`config.mk`:
```
export PLATFORM = sky130hd
export DESIGN_NAME = debug_packet_deframer_flat
export DESIGN_NICKNAME = d
export VERILOG_FILES = /design/src/dpd_pkg.sv /design/src/dpd_channels.sv /design/src/debug_packet_deframer.sv /design/src/flat_wrapper.sv
export VERILOG_INCLUDE_DIRS = /design/src /design/src/src
export SDC_FILE = /design/constraint.sdc
export NUM_CORES = 1
export LEC_CHECK = 0
export BUFFER_PORTS_ARGS = -buffer_cell sky130_fd_sc_hd__buf_2
export CAP_MARGIN = 0
export CORE_MARGIN = 2
export CORE_UTILIZATION = 40
export DETAILED_ROUTE_END_ITERATION = 7
export MAX_ROUTING_LAYER = met4
export PLACE_DENSITY = 0.59
export SETUP_SLACK_MARGIN = 0.02
export SLEW_MARGIN = 20
export SYNTH_ARGS = -nofsm -noshare
export SYNTH_HDL_FRONTEND = slang
export SYNTH_SLANG_ARGS = --single-unit
```
`constraint.sdc`:
```
create_clock -name clk -period 17.4 [get_ports clk]
set_clock_uncertainty 0.15 [all_clocks]
set_input_delay 2.61 -clock clk [delete_from_list [all_inputs] [get_ports clk]]
set_output_delay 2.61 -clock clk [all_outputs]
set_load 0.1 [all_outputs]
```
`src/debug_packet_deframer_defines.svh`:
```
// Assertion helpers for the packet deframer.
`ifndef DEBUG_PACKET_DEFRAMER_DEFINES_SVH
`define DEBUG_PACKET_DEFRAMER_DEFINES_SVH

// Consequent must hold in the same cycle as the antecedent.
`define DPD_ASSERT_SAME(label, ante, cons) \
  label: assert property (@(posedge clk) disable iff (rst) (ante) |-> (cons)) \
    else $error("deframer assertion failed");

// Consequent must hold in the cycle after the antecedent.
`define DPD_ASSERT_NEXT(label, ante, cons) \
  label: assert property (@(posedge clk) disable iff (rst) (ante) |=> (cons)) \
    else $error("deframer assertion failed");

`endif

```
`src/dpd_pkg.sv`:
```
package dpd_pkg;

  localparam int unsigned BYTE_W  = 8;
  localparam int unsigned KIND_W  = 2;
  localparam int unsigned COUNT_W = 16;
  localparam int unsigned DIGIT_W = 5;

  localparam logic [BYTE_W-1:0]  CH_START = 8'h24;
  localparam logic [BYTE_W-1:0]  CH_END   = 8'h23;
  localparam logic [COUNT_W-1:0] CNT_MAX  = 16'hffff;

  localparam logic [KIND_W-1:0] KIND_BYTE = 2'd0;
  localparam logic [KIND_W-1:0] KIND_GOOD = 2'd1;
  localparam logic [KIND_W-1:0] KIND_BAD  = 2'd2;

  typedef enum logic [1:0] {
    PH_HUNT = 2'd0,
    PH_DATA = 2'd1,
    PH_DIG1 = 2'd2,
    PH_DIG2 = 2'd3
  } phase_t;

  typedef struct packed {
    logic [KIND_W-1:0]  result_kind;
    logic [BYTE_W-1:0]  payload_byte;
    logic [COUNT_W-1:0] payload_length;
    logic [BYTE_W-1:0]  computed_sum;
  } result_t;

  // Hex value in the low four bits; bit 4 set when the character is not a hex digit.
  function automatic logic [DIGIT_W-1:0] hex_value(input logic [BYTE_W-1:0] ch);
    logic [BYTE_W-1:0] low;
    logic [BYTE_W-1:0] diff;
    low = ch | 8'h20;
    if (ch >= 8'h30 && ch <= 8'h39) begin
      diff = ch - 8'h30;
      return {1'b0, diff[3:0]};
    end else if (low >= 8'h61 && low <= 8'h66) begin
      diff = low - 8'h57;
      return {1'b0, diff[3:0]};
    end
    return 5'h10;
  endfunction

endpackage

```
`src/dpd_channels.sv`:
```
interface dpd_rx_if;
  logic                         valid;
  logic                         ready;
  logic [dpd_pkg::BYTE_W-1:0]   rx_byte;

  modport source (output valid, output rx_byte, input ready);
  modport sink (input valid, input rx_byte, output ready);
endinterface

interface dpd_res_if;
  logic                         valid;
  logic                         ready;
  logic [dpd_pkg::KIND_W-1:0]   result_kind;
  logic [dpd_pkg::BYTE_W-1:0]   payload_byte;
  logic [dpd_pkg::COUNT_W-1:0]  payload_length;
  logic [dpd_pkg::BYTE_W-1:0]   computed_sum;

  modport source (output valid, output result_kind, output payload_byte,
                  output payload_length, output computed_sum, input ready);
  modport sink (input valid, input result_kind, input payload_byte,
                input payload_length, input computed_sum, output ready);
endinterface

```
`src/debug_packet_deframer.sv`:
```
// Channel | Direction | Contents
// rx      | in        | rx_byte, one received character
// res     | out       | result_kind, payload_byte, payload_length, computed_sum
//
// One character is taken per cycle while rx.ready is high; a result is registered when its character is taken.
// Each character passes through a single combinational step on the frame state.
// A two-entry output stage (result register plus skid register) keeps rx.ready
// high while one result waits; rx.ready drops only when both entries are full.
// rst is synchronous and returns the block to hunting for '$' with no results held.
`include "debug_packet_deframer_defines.svh"

module debug_packet_deframer (
  input logic       clk,
  input logic       rst,
  dpd_rx_if.sink    rx,
  dpd_res_if.source res
);
  import dpd_pkg::*;

  phase_t             phase, phase_next;
  logic [BYTE_W-1:0]  running_sum, running_sum_next;
  logic [DIGIT_W-1:0] first_digit, first_digit_next;
  logic [COUNT_W-1:0] byte_count, byte_count_next;

  result_t            res_next;
  logic               has_res;
  logic [DIGIT_W-1:0] digit;
  logic               good;

  result_t            out_data, skid_data;
  logic               out_valid, skid_valid;

  logic               accept;
  logic               push;
  logic               pop;

  assign rx.ready = !skid_valid;
  assign accept   = rx.valid && rx.ready;
  assign push     = accept && has_res;
  assign pop      = out_valid && res.ready;

  assign digit = hex_value(rx.rx_byte);
  assign good  = !first_digit[4] && !digit[4] &&
                 ({first_digit[3:0], digit[3:0]} == running_sum);

  always_comb begin
    phase_next       = phase;
    running_sum_next = running_sum;
    first_digit_next = first_digit;
    byte_count_next  = byte_count;
    has_res          = 1'b0;
    res_next         = '0;
    unique case (phase)
      PH_HUNT: begin
        if (rx.rx_byte == CH_START) begin
          running_sum_next = '0;
          byte_count_next  = '0;
          first_digit_next = '0;
          phase_next       = PH_DATA;
        end
      end
      PH_DATA: begin
        if (rx.rx_byte == CH_END) begin
          phase_next = PH_DIG1;
        end else begin
          running_sum_next      = running_sum + rx.rx_byte;
          byte_count_next       = (byte_count == CNT_MAX) ? byte_count : byte_count + 1'b1;
          has_res               = 1'b1;
          res_next.result_kind  = KIND_BYTE;
          res_next.payload_byte = rx.rx_byte;
        end
      end
      PH_DIG1: begin
        first_digit_next = digit;
        phase_next       = PH_DIG2;
      end
      PH_DIG2: begin
        has_res                 = 1'b1;
        res_next.result_kind    = good ? KIND_GOOD : KIND_BAD;
        res_next.payload_length = byte_count;
        res_next.computed_sum   = running_sum;
        phase_next              = PH_HUNT;
      end
      default: begin
        phase_next = PH_HUNT;
      end
    endcase
  end

  always_ff @(posedge clk) begin
    if (rst) begin
      phase       <= PH_HUNT;
      running_sum <= '0;
      first_digit <= '0;
      byte_count  <= '0;
    end else if (accept) begin
      phase       <= phase_next;
      running_sum <= running_sum_next;
      first_digit <= first_digit_next;
      byte_count  <= byte_count_next;
    end
  end

  // The skid entry is only filled when the result register is held by a stalled transfer.
  always_ff @(posedge clk) begin
    if (rst) begin
      out_valid  <= 1'b0;
      skid_valid <= 1'b0;
    end else if (skid_valid) begin
      if (pop) begin
        out_data   <= skid_data;
        skid_valid <= 1'b0;
      end
    end else if (push) begin
      if (!out_valid || pop) begin
        out_data  <= res_next;
        out_valid <= 1'b1;
      end else begin
        skid_data  <= res_next;
        skid_valid <= 1'b1;
      end
    end else if (pop) begin
      out_valid <= 1'b0;
    end
  end

  assign res.valid          = out_valid;
  assign res.result_kind    = out_data.result_kind;
  assign res.payload_byte   = out_data.payload_byte;
  assign res.payload_length = out_data.payload_length;
  assign res.computed_sum   = out_data.computed_sum;

  `DPD_ASSERT_SAME(a_skid_needs_out, skid_valid, out_valid)
  `DPD_ASSERT_NEXT(a_payload_lands, accept && phase == PH_DATA && rx.rx_byte != CH_END, out_valid)
  `DPD_ASSERT_NEXT(a_verdict_rehunts, accept && phase == PH_DIG2, phase == PH_HUNT)
  `DPD_ASSERT_NEXT(a_count_saturates, byte_count == CNT_MAX && phase == PH_DATA,
                   byte_count == CNT_MAX)

endmodule

```
`src/flat_wrapper.sv`:
```
// flat-port wrapper written by rule: the top's interface ports become plain ports
module debug_packet_deframer_flat import dpd_pkg::*;
  (clk, rst, rx_valid, rx_rx_byte, rx_ready, res_valid, res_result_kind, res_payload_byte, res_payload_length, res_computed_sum, res_ready);
  dpd_rx_if rx_i ();
  dpd_res_if res_i ();
  input logic clk;
  input logic rst;
  input wire logic [$bits(rx_i.valid)-1:0] rx_valid;
  input wire logic [$bits(rx_i.rx_byte)-1:0] rx_rx_byte;
  output wire logic [$bits(rx_i.ready)-1:0] rx_ready;
  output wire logic [$bits(res_i.valid)-1:0] res_valid;
  output wire logic [$bits(res_i.result_kind)-1:0] res_result_kind;
  output wire logic [$bits(res_i.payload_byte)-1:0] res_payload_byte;
  output wire logic [$bits(res_i.payload_length)-1:0] res_payload_length;
  output wire logic [$bits(res_i.computed_sum)-1:0] res_computed_sum;
  input wire logic [$bits(res_i.ready)-1:0] res_ready;
  assign rx_i.valid = rx_valid;
  assign rx_i.rx_byte = rx_rx_byte;
  assign rx_ready = rx_i.ready;
  assign res_valid = res_i.valid;
  assign res_result_kind = res_i.result_kind;
  assign res_payload_byte = res_i.payload_byte;
  assign res_payload_length = res_i.payload_length;
  assign res_computed_sum = res_i.computed_sum;
  assign res_i.ready = res_ready;
  debug_packet_deframer u_core (.clk(clk), .rst(rst), .rx(rx_i), .res(res_i));
endmodule
```
======== Word-level counts from Yosys, hierarchy flattened ========
Cells that the tools add are included.
word-level totals
  register bits after elaboration ......... 101
  bits in latches ......................... 0
  bits in writable memories ............... 0
  ROM bits ................................ 0
  bits of input ports ..................... 12
  output and inout port bits .............. 36
  logic and storage cells ................. 98
  memories kept ........................... 0
operators by class
  add/sub/neg operators ................... 4
  multipliers ............................. 0
  divide/modulo/power cells ............... 0
  magnitude comparators ................... 4
  eq/ne operators ......................... 13
  shift-type cells ........................ 0
  muxes and demuxes ....................... 35
  bitwise operators ....................... 3
  reduce and logical (&&, ||, !) cells .... 25
operators by type and width
  operator               count
  $mux 34                4
  $mux 16                3
  $mux 8                 4
  $pmux 16 s2            1
  $mux 24                1
  $mux 5                 4
  $add 16x1->16 const B  1
  $eq 16x16->1 const B   1
  $eq 8x6->1 const B     2
  $pmux 8 s2             1
  $reduce_and 4->1       3
  $mux 1                 10
  $pmux 5 s2             1
  $reduce_bool 2->1      5
  $reduce_and 3->1       3
  $add 8x8->8            1
  $eq 8x8->1             1
  $ge 8x6->1 const B     1
  $ge 8x7->1 const B     1
  $le 8x6->1 const B     1
  $le 8x7->1 const B     1
  $ne 2x2->1 const B     4
  $pmux 2 s4             1
  $logic_and 1x1->1      7
  13 further kinds       22

======== Logic depth before layout (Yosys ltp) ========
  word-level depth ........................ 13
  gate-level depth with buffers ........... 9
  gate-level depth less buffers ........... 8

======== Worst setup path before layout ========
No wires, ideal clock.
  path type ............................... input port to flip-flop
  start point ............................. input rx_rx_byte[0]
  end point ............................... register u_core.skid_data[0] (netlist name) (enable)
  setup time .............................. 0.522 ns
  data arrival time ....................... 6.965 ns
  data required time ...................... 16.728 ns
  slack ................................... 9.763 ns
  cell stages on the path ................. 4
  buffers on the path ..................... 0
  cell sequence ........................... ha_1 -> a41oi_4 -> o21ai_0 -> nor4b_1
between the ends
  cells in the longest elaborated chain, start to end .. 5
RTL lines
  element                            RTL line                      text
  start, declared                    flat_wrapper.sv:9             input wire logic [$bits(rx_i.rx_byte)-1:0] rx_rx_byte;
  $eq 8x6->1                         debug_packet_deframer.sv:63   if (rx.rx_byte == CH_END) begin
  $mux 1                             debug_packet_deframer.sv:63
  $pmux 1 s2                         debug_packet_deframer.sv:53   unique case (phase)
  $logic_and 1x1->1                  debug_packet_deframer.sv:39   assign push = accept && has_res;
  $reduce_and 4->1 (no source line)  -
  end signal, assigned               debug_packet_deframer.sv:119  skid_data <= res_next;
  end, declared                      debug_packet_deframer.sv:30   result_t out_data, skid_data;
Every way passes these cells.
A chain may end at the register's enable or synchronous reset.

======== Worst setup path after layout ========
  start point ............................. input rx_rx_byte[1]
  end point ............................... register u_core.out_data (netlist bit u_core.res.payload_byte[7]) (enable)
between the ends
  cells in the longest elaborated chain, start to end .. 6
RTL lines
  element                             RTL line                      text
  $eq 8x6->1                          debug_packet_deframer.sv:63
  $mux 1                              debug_packet_deframer.sv:63
  $pmux 1 s2                          debug_packet_deframer.sv:53
  $logic_and 1x1->1                   debug_packet_deframer.sv:39
  $reduce_bool 2->1 (no source line)  -
  $reduce_and 4->1 (no source line)   -
  end signal, assigned                debug_packet_deframer.sv:111  out_data <= skid_data;
  end signal, assigned                debug_packet_deframer.sv:116  out_data <= res_next;
  end, declared                       debug_packet_deframer.sv:30
Every way passes these cells.

==> flow_summary.toml <==
[placed_design]
dpl-instance-area_mm2 = 0.00532
finalWeightedCongestion = 0.828
dpl.hpwl_mm = 6.98
dp_slack_ps = 12130
port_buffers = 47

[job]
maxCapViolCount = 0

[timing]
fin_crit_sh_pct = 28.1
finalSetupTns_ps = 0
min_period_ps = 4880
slew_headroom_pct = 44.6
setup_slack_ps = 12520
max_freq_mhz = 205
drv_slew = 0
rsz0062_at_grt = "no"
finalHoldViolations = 0
finalSetupViolCount = 0
worst_pin_slew_ps = 831

[worst_setup_path]
cp-end-kind = "register"
crit_chain = "buf_2, ha_1, a41oi_4, o21ai_0, a221oi_4, buf_4"
cp_max_fo = 29
cp.required_ps = 17250
cpPeakStageDelay_ps = 490
cp.buffers_inverters = 2
regToRegSetupSlack_ps = 14070
path_delay_family = "compound AO/OA/AOI/OAI gates"
critPathSlowestCell = "a221oi_4"
worstSetupPathType = "input port to register"
start_kind = "input port"
worst_ep_arrival_time_ps = 4730

[die]
std_cell_rows = 40
die_x_um = 115
start_util_pct = 41.1
die_h_um = 115
io_pins = 48
core-area_mm2 = 0.0120
die_area_mm2 = 0.0133

[finish]
design_area_mm2 = 0.00560
areaGrowthSynthToFinish_pct = 13.4
layout-drive-gt1-share_pct = 25.7
nNetsFinal = 480
diodes = 0

[yosys]
yosysWarnings = 0
avgSynthCellArea_um2 = 12.2
synth_enable_flop_cells = 68
seq_area_frac_synth_pct = 54.7
yosysUniqueCellTypes = 63
synth.area.top_cells = "edfxtp_1 41%, dfxtp_1 13%, mux2_2 7.7%"
muxShareOfSynthArea_pct = 8.66
synth_top_cell_by_area = "edfxtp_1"
synth_top_flop_cell = "edfxtp_1"
synthXorXnorAreaFrac_pct = 4.78
synthesis.nets = 434
synth_compound_area_share_pct = 7.70
synth_top_area_share_pct = 41.3
synth-async-reset-ratio_pct = 0
ys_seq_elements = 101
synth_fa_ha_area_share_pct = 4.46
synthSimpleGateAreaFrac_pct = 16.7
syn-cell-area_mm2 = 0.00494
synthCells = 405
synth_top_family_by_area = "simple AND/OR/NAND/NOR gates"

[global_routing]
grt_pass1_wl_mm = 16.3
grt_max_degree = 34
use_met2_pct = 24.4
grt_overflow_total = 0
gr-usage-met3_pct = 2.69
grtUsageTotal_pct = 16.5
grt_busiest_layer = "met2"
grt_pass1_vias = 3076
antenna_found_initial = 0
use_met1_pct = 23.1

[routing]
vias = 3160
post_drt_wl_per_cell_um = 16.6
drtAntennaViolNets = 0
firstDrtPassIters = 6
dr.first_iter.drc_count = 173
vias_per_cell = 5.24
wl_mm = 10.0
drc = 0

[clock_tree]
h-tree-depth = 3
cts_tree = "done"
cts-resized-gates = 0
cts_made_buffers = 9
ctsRootBufferMaster = "clkbuf_16"
cts.sinks = 101
clock_latency_ps = 340
clkTransAtPathRegs_ps = 70
cts.path.max_buffers = 2
hold_buffers = 0
post-cts-setup-buffers = 0

[power]
ir_drop_uv = 58.4
p_total_w = 0.000458
power.leakage_nw = 2.14
p_per_area_mw_per_mm2 = 81.7

[hold_path]
hold_path.class = "register to register"

[outcome]
run_status = "completed"
-- where the power goes --
part           switching, W  internal, W
Sequential     0.0000000611     0.000253
Combinational    0.00000946   0.00000489
Clock             0.0000914    0.0000991
-- cell usage in the layout (no fill, tap or decap), drive strengths merged, types with 2 or more instances in the layout --
master,n
xor2,17
buf,51
nand2b,3
dfxtp,33
edfxtp,68
nor4b,2
nand3,17
o21bai,2
mux2,35
a21oi,18
or3b,2
inv,16
clkbuf,9
ha,16
nor4,4
and2,32
mux2i,3
nor2b,2
a21o,2
xnor2,10
nor2,34
and3,7
a211oi,3
nor3b,2
o211ai,3
clkinv,4
o21ai,5
nand4,9
nor3,6
nand2,17
a32oi,2
and4,2
o211a,2
-- registers in the layout, summed over array words and instances, names as in the netlist --
| name | count |
|---|---|
| u_core.res.result_kind | 2 |
| u_core.skid_data | 34 |
| u_core.res.valid | 1 |
| u_core.byte_count | 16 |
| u_core.skid_valid | 1 |
| u_core.phase | 2 |
| u_core.res.payload_byte | 8 |
| u_core.res.computed_sum | 8 |
| u_core.res.payload_length | 16 |
| u_core.first_digit | 5 |
| u_core.running_sum | 8 |
-- tightest hold or removal path: stages (launching register included) --
cell,delay [ps]
dfxtp_1,350
nand2_1,70
a21oi_1,50
-- kinds of logic after synthesis --
group / count (synthesis)
simple gates: 143
flops: 101
compound gates: 49
mux: 38
buf+inv: 30
xor+xnor: 27
fa+ha+maj: 17
-- layer usage --
layer | vias up | wire length, um
li1 | 1572 | -
met1 | 1525 | 4930
met2 | 54 | 4570
met3 | 9 | 384
met4 | 0 | 133
met5 | - | 0
-- worst paths after layout --
kind	from	cells past startpoint	endpoint
setup reg to reg	u_core.phase[1]$_SDFFE_PP0P_	7	u_core.res.payload_byte[7]$_DFFE_PP_
hold / removal	u_core.byte_count[1]$_SDFFE_PP0P_	2	u_core.byte_count[1]$_SDFFE_PP0P_
setup / recovery	rx_rx_byte[1]	6	u_core.res.payload_byte[7]$_DFFE_PP_
hold reg to reg	u_core.byte_count[1]$_SDFFE_PP0P_	2	u_core.byte_count[1]$_SDFFE_PP0P_
-- Yosys cell counts (2+ instances only) --
library cell,instances
a211oi_1,2
a21o_1,2
a21oi_1,16
a21oi_2,2
a32oi_1,2
and2_1,32
and3_1,7
buf_1,3
buf_6,4
clkbuf_1,7
dfxtp_1,33
edfxtp_1,68
ha_1,16
inv_1,13
mux2_2,34
mux2i_1,3
nand2_1,16
nand2b_1,3
nand3_1,17
nand4_1,9
nor2_1,34
nor3_1,5
nor3b_1,2
nor4_1,3
o211a_1,2
o211ai_1,2
o21ai_0,5
o21bai_1,2
or3b_1,2
xnor2_1,10
xor2_1,17
-- layout make-up --
cell class	instances	area [um^2]
Clock inverter	7	57.6
Timing Repair Buffer	51	265
Fill cell	1107	6410
Clock buffer	9	225
Sequential cell	101	2700
Inverter	14	52.6
Tap cell	147	184
Multi-Input combinational cell	274	2120
-- through the flow --
step,std cells,hold WS [ps],util [%]
global route,603,394,46.6
detailed placement,587,350,44.3
global placement,587,331,44.3
floorplan,405,304,-
CTS,603,361,46.6
finish,603,358,46.6
(Power assumes the default switching activity.)
